## config.mk

```make
export PLATFORM = sky130hd
export DESIGN_NAME = gle_packer
export DESIGN_NICKNAME = d
export VERILOG_FILES = /design/src/sv/gle_pkg.sv /design/src/sv/gle_packer.sv
export SDC_FILE = /design/constraint.sdc
export NUM_CORES = 1
export LEC_CHECK = 0
export BUFFER_PORTS_ARGS = -buffer_cell sky130_fd_sc_hd__buf_2
export CAP_MARGIN = 25
export CORE_AREA = 2 2 72 74
export DETAILED_ROUTE_END_ITERATION = 7
export DIE_AREA = 0 0 74 76
export GPL_TIMING_DRIVEN = 0
export PLACE_DENSITY = 0.89
export SLEW_MARGIN = 20
export SYNTH_ARGS = -nofsm -noshare
export SYNTH_HDL_FRONTEND = slang
export SYNTH_SLANG_ARGS = --single-unit
```

## constraint.sdc

```tcl
create_clock -name aclk -period 3.8 [get_ports aclk]
set_input_delay 0.19 -clock aclk [delete_from_list [all_inputs] [get_ports aclk]]
set_output_delay 0.19 -clock aclk [all_outputs]
set_load 0.005 [all_outputs]
```

## src/sv/gle_pkg.sv

```systemverilog
// ----------------------------------------------------------------------------
// gle_pkg
// Shared constants, types and helpers for the LZW encoder core.
// ----------------------------------------------------------------------------
package gle_pkg;

    localparam int DICT_SLOTS_DEF    = 8192;
    localparam int MAX_CODE_BITS_DEF = 12;
    localparam int KEY_W             = 20;
    localparam int CODE_W            = 12;
    localparam int ENTRY_W           = KEY_W + CODE_W;

    localparam logic [0:0] REG_CODE_SIZE  = 1'd0;
    localparam logic [0:0] REG_DICT_LIMIT = 1'd1;

    // packer request: one code of up to 12 bits, optional flush
    typedef struct packed {
        logic [11:0] code;
        logic [3:0]  width;
        logic        flush;
    } gle_code_t;

    function automatic logic [31:0] gle_hash(input logic [KEY_W-1:0] key);
        logic [31:0] p;
        p = 32'({12'd0, key}) * 32'd2654435761;
        return p >> 7;
    endfunction

endpackage

```

## src/sv/gle_packer.sv

```systemverilog
// ----------------------------------------------------------------------------
// gle_packer
// Bit packer: takes one code at a time, emits bytes LSB first on a stream.
// ----------------------------------------------------------------------------
module gle_packer
    import gle_pkg::*;
(
    input  logic       aclk,
    input  logic       aresetn,
    input  logic       code_valid,
    output logic       code_ready,
    input  gle_code_t  code_req,
    output logic       busy,
    output logic       m_axis_tvalid,
    input  logic       m_axis_tready,
    output logic [7:0] m_axis_tdata,
    output logic       m_axis_tuser
);
    logic [19:0] acc_reg, acc_next;
    logic [4:0]  cnt_reg, cnt_next;
    logic        flush_reg, flush_next;
    logic        ov_reg, ov_next;
    logic [7:0]  ob_reg, ob_next;
    logic        ol_reg, ol_next;
    logic        emit;
    logic [11:0] mask;

    assign code_ready = (cnt_reg < 5'd8) && !flush_reg;
    assign busy = (cnt_reg != 5'd0) || flush_reg || ov_reg;
    assign m_axis_tvalid = ov_reg;
    assign m_axis_tdata  = ob_reg;
    assign m_axis_tuser  = ol_reg;
    assign mask = 12'((13'd1 << code_req.width) - 13'd1);

    always_comb begin
        acc_next = acc_reg;
        cnt_next = cnt_reg;
        flush_next = flush_reg;
        ov_next = ov_reg && !m_axis_tready;
        ob_next = ob_reg;
        ol_next = ol_reg;
        emit = !ov_reg || m_axis_tready;
        if (emit && (cnt_reg >= 5'd8 || (flush_reg && cnt_reg != 5'd0))) begin
            ov_next = 1'b1;
            ob_next = acc_reg[7:0];
            ol_next = flush_reg && cnt_reg <= 5'd8;
            acc_next = acc_reg >> 8;
            cnt_next = (cnt_reg >= 5'd8) ? cnt_reg - 5'd8 : 5'd0;
            if (ol_next) begin
                flush_next = 1'b0;
                cnt_next = 5'd0;
                acc_next = '0;
            end
        end
        if (code_valid && code_ready) begin
            acc_next = acc_next | (20'(code_req.code & mask) << cnt_next);
            cnt_next = cnt_next + 5'(code_req.width);
            flush_next = code_req.flush;
        end
    end

    always_ff @(posedge aclk) begin
        if (!aresetn) begin
            acc_reg <= '0;
            cnt_reg <= '0;
            flush_reg <= 1'b0;
            ov_reg <= 1'b0;
        end else begin
            acc_reg <= acc_next;
            cnt_reg <= cnt_next;
            flush_reg <= flush_next;
            ov_reg <= ov_next;
        end
        ob_reg <= ob_next;
        ol_reg <= ol_next;
    end

    assert property (@(posedge aclk) disable iff (!aresetn)
        code_valid && code_ready |-> cnt_reg < 5'd8)
        else $error("code taken with full byte pending");
    assert property (@(posedge aclk) disable iff (!aresetn)
        cnt_reg <= 5'd19)
        else $error("accumulator overflow");
    assert property (@(posedge aclk) disable iff (!aresetn)
        ov_reg && !m_axis_tready |=> $stable(ob_reg))
        else $error("output byte changed under stall");
endmodule

```

# [Word level (Yosys, flattened, before mapping)]
# Cells that the tools add are included.
[word_totals] reg_bits=36 latch_bits=0 ram_bits=0 mem_bits_ro=0 n_memories=0
[op_classes] n_addsub=3 n_mul=0 div_mod_pow=0 order_cmp=3 eq_ne=0 n_shift=2 muxes=11 bitwise=2 n_reduce_logical=17
[ops] op="20-bit two-way mux" count=2
[ops] op="5-bit two-way mux" count=4
[ops] op="20-bit bitwise OR" count=1
[ops] op="12-bit by 5-bit left shift with 20-bit output" count=1
[ops] op="12-bit AND" count=1
[ops] op="12-bit two-way mux" count=1
[ops] op="1-bit by 4-bit left shift with 12-bit output (first input constant)" count=1
[ops] op="12-bit by 1-bit subtractor with 12-bit output (second input constant)" count=1
[ops] op="1-bit logical AND" count=6
[ops] op="5-bit by 4-bit adder with 5-bit output" count=1
[ops] op="5-bit by 4-bit >= comparator with 1-bit output (second input constant)" count=1
[ops] op="5-bit by 4-bit <= comparator with 1-bit output (second input constant)" count=1
[ops] op="5-bit by 4-bit less-than comparator with 1-bit output (second input constant)" count=1
[ops] op="5-bit nonzero test" count=1
[ops] op="5-bit by 4-bit subtractor with 5-bit output (second input constant)" count=1
[ops] op="1-bit logical OR" count=4
[ops] op="1-bit two-way mux" count=4
[ops] op="2-bit nonzero test" count=2
[ops] op="1-bit zero test" count=3
[ops] op="2-bit AND reduction" count=1

# [Logic depth before layout (Yosys ltp)]
# Gate-level depths: netlist of run 1.
[logic_depth] word_depth=8 mapped_depth=15 depth_no_buf=12

# [Worst setup path before layout of run 1]
# OpenSTA, ideal clock, no wires.
[synth_path] path_type="register to register" startpoint="register cnt_reg[3]" endpoint="register cnt_reg[4]" setup_time_ns=0.128 arrival_time_ns=2.736 required_ns=3.672 setup_slack_ns=0.936 path_stages_with_launch=16 synth_period_minus_slack_ns=2.864 path_cell_list="dfxtp_1 > clkbuf_1 > inv_1 > ha_1 > buf_4 > nand2_1 > o21ai_0 > inv_1 > buf_2 > ha_1 > fa_1 > a21o_1 > a21oi_1 > nor2_1 > xnor2_1 > nor2_1"
[synth_between] elab_chain_cells=7 word_cells_on_any_way=16 classes_between="2 x add/sub; 3 x order compare; 4 x mux; 7 x reduce/logical"
[synth_lines] item="start, declared" line="gle_packer.sv:20" source="logic [4:0] cnt_reg, cnt_next;"
[synth_lines] item="start signal, assigned" line="gle_packer.sv:70" source="cnt_reg <= cnt_next;"
[synth_lines] item="parallel branches: the longest is 6 deep, another holds 5-bit by 4-bit subtractor with 5-bit output"
[synth_lines] item="5-bit two-way mux *" line="gle_packer.sv:55" source="if (code_valid && code_ready) begin"
# Every way passes the cells marked *.
# A chain may end at the register's enable or synchronous reset.

# [Final worst setup path of run 1]
# Ends and elaborated chain as after synthesis.

==> results.sh, run 1 <==
export IMPL_layoutNonFillerInstCount=454
export IMPL_die_y_um=76
export IMPL_layout_nets=411
export IMPL_avgSynthCellArea_um2=8.06
export IMPL_place_gp_congestion=0.955
export IMPL_slew_viol_final=0
export IMPL_path_class="flop to flop"
export IMPL_grt_pass1_wl_um=13800
export IMPL_rows=26
export IMPL_finalSetupTns_ns=0
export IMPL_drc_errors=0
export IMPL_port_buffers=32
export IMPL_grt_ovfl_total=0
export IMPL_cts_sinks=36
export IMPL_finalClockSkew_ns=0.00438
export IMPL_clockRootBuffer="clkbuf_8"
export IMPL_insertedDiodeCount=0
export IMPL_drive_gt1_frac=0.156
export IMPL_design_core_area_mm2=0.00491
export IMPL_critPathSlowestCell="o21ai_0"
export IMPL_place_ws_ns=0.432
export IMPL_finalHoldViolations=0
export IMPL_wl_per_cell_um=18.2
export IMPL_m1WireLength_um=3490
export IMPL_place_inst=446
export IMPL_maxCapViolCount=0
export IMPL_multi_input_area_mm2=0.00177
export IMPL_largest_reg_flops=20
export IMPL_peakVddDrop_mv=0.286
export IMPL_final_antenna_net_count=0
export IMPL_rrSetupSlack_ns=0.31
export IMPL_dp_hpwl_um=6320
export IMPL_final_cell_area_mm2=0.00311
export IMPL_vias_per_cell=6.77
export IMPL_slew_limit_headroom=0.434
export IMPL_yosysTopAreaCell="dfxtp_1"
export IMPL_clk_latency_ns=0.30
export IMPL_slowest_delay_ns=0.66
export IMPL_dr_pass1_iters=6
export IMPL_syn_area_mm2=0.00277
export IMPL_clock_path_buffers=2
export IMPL_htree_levels=2
export IMPL_crit_arrival_ns=3.65
export IMPL_outcome="completed"
export IMPL_netlist_instances=344
export IMPL_synth_common_cells="nor2_1, dfxtp_1, nand2_1, nand3_1, o21ai_0"
export IMPL_yosysUniqueCellTypes=70
export IMPL_setup_viol=0
export IMPL_yosysMostFrequentCell="nor2_1"
export IMPL_wl_met3_um=605
export IMPL_cts_buffers=5
export IMPL_ff_latch_area_um2=811
export IMPL_n_fill_cell=436
export IMPL_rsz0062_at_grt="false"
export IMPL_ios=33
export IMPL_power_mw=2.31
export IMPL_grt_pass1_vias=2810
export IMPL_holdBufCountCts=0
export IMPL_postSynth_asyncResetShare=0
export IMPL_yosys_warnings=0
export IMPL_timing_final_ws_setup_ns=0.312
export IMPL_dieArea_mm2=0.00562
export IMPL_fp_dieW_um=74
export IMPL_worstPathRequired_ns=3.97
export IMPL_post_route_util=0.633
export IMPL_crit_fanout=10
export IMPL_netlist_top_cells_area="dfxtp_1, edfxtp_1, a211oi_1, nor2_1, nand3_1"
export IMPL_routed_top_layer="met4"
export IMPL_leakage_nw=1.19
export IMPL_synth_nets=372
export IMPL_grt_max_degree=13
export IMPL_clkTransAtPathRegs_ns=0.07
export IMPL_seq_area_frac_synth=0.292
export IMPL_path_cells="clkbuf_1 > inv_1 > ha_1 > buf_4 > nand2_1 > o21ai_0 > inv_1 > buf_2 > ha_1 > a21o_1 > a21oi_1 > nor2_1 > xnor2_1 > nor2_1"
export IMPL_cts_tree="yes"
export IMPL_antenna_found_initial=0
export IMPL_via_count=3072
export IMPL_fmax_mhz=287
export IMPL_drt_wl_total_um=8240
export IMPL_synth_seq_cells=36
export IMPL_worst_slew_pin_slew_ns=0.838
export IMPL_synth_top_area_frac=0.195
export IMPL_cp_end_kind="flop"
export IMPL_place_area_mm2=0.00302
export IMPL_drt_iter0_markers=495
export IMPL_synth_ff_type="dfxtp_1"
export IMPL_met2_length_um=3780
export IMPL_cts_repair_resized=0
export IMPL_cts_setup_buffers=0
export IMPL_area_growth_pct=12.1
export IMPL_min_path_type="input pin to flop"
export IMPL_globalRouteTotalUtil=0.310
export IMPL_holdWs_ns=0.160
export IMPL_p_per_area_mw_per_mm2=745
export IMPL_synth_edf_count=9
export IMPL_start_util=0.564
export IMPL_period_needed_ns=3.49
export IMPL_post_route_period_util=0.918
export IMPL_crit_path_start_kind="flop"
[cell type report]
type	count	area share
multi-input cells	267	0.570
flip-flops and latches	36	0.261
repair buffers	32	0.0515
plain buffers	29	0.0467
well taps	70	0.0282
clock buffers	5	0.0221
inverters	12	0.0145
clock inverters	3	0.00604
[worst paths after layout]
check / startpoint / to / depth (start not counted)
max: cnt_reg[3]$_SDFF_PN0_ / cnt_reg[4]$_SDFF_PN0_ / 14
min: code_req[0] / flush_reg$_SDFFE_PN0P_ / 3
max reg2reg: cnt_reg[3]$_SDFF_PN0_ / cnt_reg[4]$_SDFF_PN0_ / 14
min reg2reg: acc_reg[5]$_SDFF_PN0_ / m_axis_tdata[5]$_DFFE_PN_ / 0
[worst max-delay path: cells and delay by family, from the launching register on]
kind | cells | cell delay, ns
buffers and inverters | 5 | 1.02
DFF | 1 | 0.35
and+or+nand+nor | 3 | 0.33
adders and majority gates | 2 | 0.55
xor gates and xnor gates | 1 | 0.14
AOI/OAI and AO/OA | 3 | 0.97
[logic make-up (layout without fill, tap and decap cells)]
logic type,count (synthesis),after routing,synth area share
buffers and inverters,41,81,0.0686
xor gates and xnor gates,3,3,0.00948
DFF,36,36,0.292
AOI/OAI and AO/OA,129,129,0.341
and+or+nand+nor,122,122,0.232
adders and majority gates,7,7,0.0343
muxes,6,6,0.0226
[placed cells by master (no fill, tap or decap), types with 6 or more instances in the layout]
cell type and count:
edfxtp_1 9, o21ai_0 19, o211ai_1 13, clkbuf_1 16
nor2_1 29, inv_1 11, dfxtp_1 27, a211oi_1 15
nand3_1 20, a21oi_1 16, a222oi_1 7, buf_2 40
ha_1 6, nand2_1 24, and2_1 6, nor3_1 9
[per-layer routing]
| metal | vias to the layer above | track usage |
|---|---|---|
| li1 | 1419 | - |
| met1 | 1420 | 0.410 |
| met2 | 191 | 0.492 |
| met3 | 42 | 0.0397 |
| met4 | 0 | 0.147 |
| met5 | - | 0 |
[report_power, final]
part | leakage, nW | switching, mW | internal [mW]
logic | 0.834 | 0.896 | 0.512
clock network | 0.0479 | 0.145 | 0.128
registers | 0.309 | 0.0715 | 0.562
total | 1.19 | 1.11 | 1.20
(Power assumes the default switching activity.)
==> run 2: changes to the inputs <==
Settings changed: RECOVER_POWER set to 25.
==> results.sh, run 2 (synthesis gave the netlist of run 1 again) <==
export IMPL_outcome="completed"
export IMPL_holdBufCountCts=0
export IMPL_cts_setup_buffers=0
export IMPL_power_mw=2.31
export IMPL_final_cell_mix="buf_2, nor2_1, dfxtp_1, nand2_1, nand3_1"
export IMPL_post_route_period_util=0.922
export IMPL_drt_iter0_markers=495
export IMPL_grt_pass1_wl_um=13800
export IMPL_final_antenna_net_count=0
export IMPL_worstPathRequired_ns=3.97
export IMPL_final_common_cell="buf_2"
export IMPL_worst_slew_pin_slew_ns=0.849
export IMPL_slew_limit_headroom=0.427
export IMPL_via_count=3061
export IMPL_insertedDiodeCount=0
export IMPL_area_growth_pct=12.0
export IMPL_leakage_nw=1.19
export IMPL_dr_pass1_iters=6
export IMPL_netSwitchingPower_mw=1.12
export IMPL_cp_end_kind="flop"
export IMPL_start_util=0.564
export IMPL_dieArea_mm2=0.00562
export IMPL_vias_per_cell=6.74
export IMPL_fp_dieW_um=74
export IMPL_place_gp_congestion=0.955
export IMPL_timing_final_ws_setup_ns=0.297
export IMPL_rows=26
export IMPL_drc_errors=0
export IMPL_slowest_delay_ns=0.67
export IMPL_ff_latch_area_um2=811
export IMPL_path_class="flop to flop"
export IMPL_period_needed_ns=3.50
export IMPL_multi_input_area_mm2=0.00177
export IMPL_path_cells="clkbuf_1 > inv_1 > ha_1 > buf_4 > nand2_1 > o21ai_0 > inv_1 > buf_2 > ha_1 > a21o_1 > a21oi_1 > nor2_1 > xnor2_1 > nor2_1"
export IMPL_die_y_um=76
export IMPL_n_fill_cell=438
export IMPL_p_per_area_mw_per_mm2=745
export IMPL_final_cell_area_mm2=0.00311
export IMPL_critPathBufInv=5
export IMPL_globalRouteTotalUtil=0.310
export IMPL_clockRootBuffer="clkbuf_8"
export IMPL_layout_nets=411
export IMPL_p_sw_frac=0.482
export IMPL_wl_per_cell_um=18.1
export IMPL_p_comb_frac=0.608
export IMPL_design_core_area_mm2=0.00491
export IMPL_place_ws_ns=0.432
export IMPL_dp_hpwl_um=6320
export IMPL_clk_latency_ns=0.30
export IMPL_clock_path_buffers=2
export IMPL_cts_tree="yes"
export IMPL_crit_arrival_ns=3.67
export IMPL_finalHoldViolations=0
export IMPL_critPathSlowestCell="o21ai_0"
export IMPL_finalSetupTns_ns=0
export IMPL_peakVddDrop_mv=0.286
export IMPL_grt_pass1_vias=2810
export IMPL_htree_levels=2
export IMPL_slew_viol_final=0
export IMPL_rsz0062_at_grt="false"
export IMPL_clkTransAtPathRegs_ns=0.07
export IMPL_fmax_mhz=286
export IMPL_finalClockSkew_ns=0.00450
export IMPL_p_clk_frac=0.118
export IMPL_seqPwrFrac=0.274
export IMPL_largest_reg_flops=20
export IMPL_min_path_type="input pin to flop"
export IMPL_drive_gt1_frac=0.151
export IMPL_cpLargestDelayFamily="buffers and inverters"
export IMPL_cts_repair_resized=0
export IMPL_grt_max_degree=13
export IMPL_drt_wl_total_um=8240
export IMPL_grt_ovfl_total=0
export IMPL_post_route_util=0.632
export IMPL_setup_viol=0
export IMPL_p_int_mw=1.20
export IMPL_port_buffers=32
export IMPL_maxCapViolCount=0
export IMPL_crit_path_start_kind="flop"
export IMPL_antenna_found_initial=0
export IMPL_ios=33
export IMPL_place_area_mm2=0.00302
export IMPL_crit_fanout=10
export IMPL_cts_buffers=5
export IMPL_cts_sinks=36
-- run 2: changes by cell type in the layout (fill, tap and decap cells not counted) --
cell and delta:
buf_2 -2, clkbuf_1 +2
-- run 2: worst register-to-register path: cells and delay by family (launching register included) --
| family | cells | cell delay [ns] |
|---|---|---|
| AO/OA/AOI/OAI | 3 | 0.98 |
| adder cells (fa/ha/maj) | 2 | 0.56 |
| XOR/XNOR | 1 | 0.14 |
| flip-flops | 1 | 0.35 |
| buffers and inverters | 5 | 1.02 |
| AND/OR/NAND/NOR | 3 | 0.33 |
-- run 2: layout make-up --
class                   instances  area share
multi-input cells             267       0.571
clock buffers                   5      0.0222
flip-flops and latches         36       0.261
clock inverters                 3     0.00604
repair buffers                 32      0.0508
well taps                      70      0.0282
plain buffers                  29      0.0467
inverters                      12      0.0145
-- run 2: per-layer routing --
layer  GRT usage  vias up  share of wire
met2       0.492      186           0.46
li1            -     1415              -
met4       0.147        0          0.044
met5           0        -              0
met1       0.410     1422           0.42
met3      0.0397       38          0.075
-- run 2: power by group through the flow --
stage	logic [mW]	registers [mW]	clock network, mW
floorplan	0.976	0.633	0
CTS	1.37	0.632	0.271
global route	1.54	0.652	0.287
detailed placement	1.36	0.640	0
global placement	1.34	0.634	0
finish	1.41	0.634	0.273
-- run 2: worst paths after layout --
kind,from,end,slack (ns),cells after the start
worst max-delay path,cnt_reg[3]$_SDFF_PN0_,cnt_reg[4]$_SDFF_PN0_,0.30,14
worst min-delay path,code_req[0],flush_reg$_SDFFE_PN0P_,0.16,3
worst max register to register,cnt_reg[3]$_SDFF_PN0_,cnt_reg[4]$_SDFF_PN0_,0.30,14
worst min register to register,acc_reg[5]$_SDFF_PN0_,m_axis_tdata[5]$_DFFE_PN_,0.44,0
-- run 2: metrics by stage --
stage / hold WS (ns) / std cells
after floorplan: 0.338 / 344
after global placement: 0.414 / 446
after detailed placement: 0.423 / 446
after CTS: 0.163 / 454
after global routing: 0.204 / 454
final: 0.159 / 454
==> run 3: changes to the inputs <==
Settings changed: RECOVER_POWER 25 to 50.
==> results.sh, run 3 (synthesis gave the netlist of run 1 again) <==
export IMPL_drc_errors=0
export IMPL_p_clk_frac=0.119
export IMPL_globalRouteTotalUtil=0.310
export IMPL_final_cell_mix="buf_2, nor2_1, dfxtp_1, nand2_1, clkbuf_1"
export IMPL_setup_viol=0
export IMPL_leakage_nw=1.16
export IMPL_p_int_mw=1.18
export IMPL_layout_nets=411
export IMPL_path_class="flop to flop"
export IMPL_grt_pass1_vias=2810
export IMPL_met1_usage=0.410
export IMPL_crit_arrival_ns=3.62
export IMPL_htree_levels=2
export IMPL_grt_ovfl_total=0
export IMPL_clk_latency_ns=0.30
export IMPL_ios=33
export IMPL_maxCapViolCount=1
export IMPL_port_buffers=32
export IMPL_rows=26
export IMPL_slew_limit_headroom=0.00850
export IMPL_finalClockSkew_ns=0.00300
export IMPL_worst_slew_pin_slew_ns=1.47
export IMPL_worstPathRequired_ns=3.96
export IMPL_cts_setup_buffers=0
export IMPL_dieArea_mm2=0.00562
export IMPL_place_gp_congestion=0.955
export IMPL_finalHoldViolations=0
export IMPL_critPathBufInv=5
export IMPL_start_util=0.564
export IMPL_cp_end_kind="flop"
export IMPL_final_common_cell="buf_2"
export IMPL_cts_buffers=5
export IMPL_final_cell_area_mm2=0.00308
export IMPL_drive_gt1_frac=0.135
export IMPL_cpLargestDelayFamily="buffers and inverters"
export IMPL_period_needed_ns=3.46
export IMPL_fp_dieW_um=74
export IMPL_top_usage_layer="met2"
export IMPL_design_core_area_mm2=0.00491
export IMPL_holdBufCountCts=0
export IMPL_cts_tree="yes"
export IMPL_clock_path_buffers=2
export IMPL_clkTransAtPathRegs_ns=0.07
export IMPL_p_per_area_mw_per_mm2=741
export IMPL_area_growth_pct=11.2
export IMPL_p_sw_frac=0.482
export IMPL_drt_wl_total_um=8220
export IMPL_violations="max-capacitance violations"
export IMPL_vias_per_cell=6.63
export IMPL_largest_reg_flops=20
export IMPL_cts_sinks=36
export IMPL_insertedDiodeCount=0
export IMPL_peakVddDrop_mv=0.281
export IMPL_antenna_found_initial=0
export IMPL_p_comb_frac=0.605
export IMPL_via_count=3010
export IMPL_netSwitchingPower_mw=1.10
export IMPL_slew_viol_final=0
export IMPL_n_fill_cell=441
export IMPL_dp_hpwl_um=6320
export IMPL_post_route_period_util=0.911
export IMPL_met3_usage=0.0397
export IMPL_power_mw=2.28
export IMPL_crit_path_start_kind="flop"
export IMPL_wl_per_cell_um=18.1
export IMPL_cts_repair_resized=0
export IMPL_path_cells="clkbuf_1 > inv_1 > ha_1 > buf_4 > nand2_1 > o21ai_0 > inv_1 > buf_2 > ha_1 > a21o_1 > a21oi_1 > nor2_1 > xnor2_1 > nor2_1"
export IMPL_rsz0062_at_grt="false"
export IMPL_place_area_mm2=0.00302
export IMPL_seqPwrFrac=0.276
export IMPL_grt_max_degree=13
export IMPL_outcome="finished with violations"
export IMPL_finalSetupTns_ns=0
export IMPL_critPathSlowestCell="o21ai_0"
export IMPL_use_met2=0.492
export IMPL_slowest_delay_ns=0.65
export IMPL_die_y_um=76
export IMPL_final_antenna_net_count=0
export IMPL_min_path_type="input pin to flop"
export IMPL_dr_pass1_iters=6
export IMPL_drt_iter0_markers=492
export IMPL_crit_fanout=10
export IMPL_grt_pass1_wl_um=13800
export IMPL_fmax_mhz=289
export IMPL_clockRootBuffer="clkbuf_8"
## run 3: path summary, 6_finish.rpt
check / from / end / slack (ns) / depth (start not counted)
max: cnt_reg[3]$_SDFF_PN0_ / cnt_reg[4]$_SDFF_PN0_ / 0.34 / 14
min: code_req[0] / flush_reg$_SDFFE_PN0P_ / 0.16 / 3
max reg2reg: cnt_reg[3]$_SDFF_PN0_ / cnt_reg[4]$_SDFF_PN0_ / 0.34 / 14
min reg2reg: acc_reg[5]$_SDFF_PN0_ / m_axis_tdata[5]$_DFFE_PN_ / 0.44 / 0
## run 3: final cells by class
class / count / area [um2] / share of cell area
Multi-Input combinational cell: 267 / 1760 / 0.570
Sequential cell: 36 / 811 / 0.263
Timing Repair Buffer: 32 / 153 / 0.0495
Buffer: 29 / 144 / 0.0467
Tap cell: 70 / 87.6 / 0.0284
Clock buffer: 5 / 68.8 / 0.0223
Inverter: 12 / 45.0 / 0.0146
Clock inverter: 3 / 18.8 / 0.00609
## run 3: power by group through the flow
stage / clock (mW) / combinational [mW] / sequential, mW
CTS: 0.271 / 1.37 / 0.632
floorplan: 0 / 0.976 / 0.633
detailed placement: 0 / 1.36 / 0.640
global placement: 0 / 1.34 / 0.634
global route: 0.287 / 1.53 / 0.649
finish: 0.272 / 1.38 / 0.630
## run 3: worst register-to-register path: stages, from the launching register on
cell	delay (ns)
dfxtp_1	0.34
clkbuf_1	0.21
inv_1	0.16
ha_1	0.20
buf_4	0.18
nand2_1	0.18
o21ai_0	0.65
inv_1	0.19
buf_2	0.26
ha_1	0.35
a21o_1	0.17
a21oi_1	0.14
nor2_1	0.07
xnor2_1	0.15
nor2_1	0.07
## run 3: per-layer routing
layer,up-vias,part of all wire
met3,25,0.081
li1,1417,-
met4,0,0.032
met2,181,0.46
met1,1387,0.42
met5,-,0
## run 3: stage by stage
stage	hold WS (ns)	worst slack, ns	utilization	cells
6_report	0.159	0.339	0.628	454
4_1_cts	0.163	0.406	0.633	454
3_3_place_gp	0.414	0.496	0.615	446
2_1_floorplan	0.338	0.936	-	344
3_5_place_dp	0.423	0.432	0.615	446
5_1_grt	0.204	0.0887	0.628	454
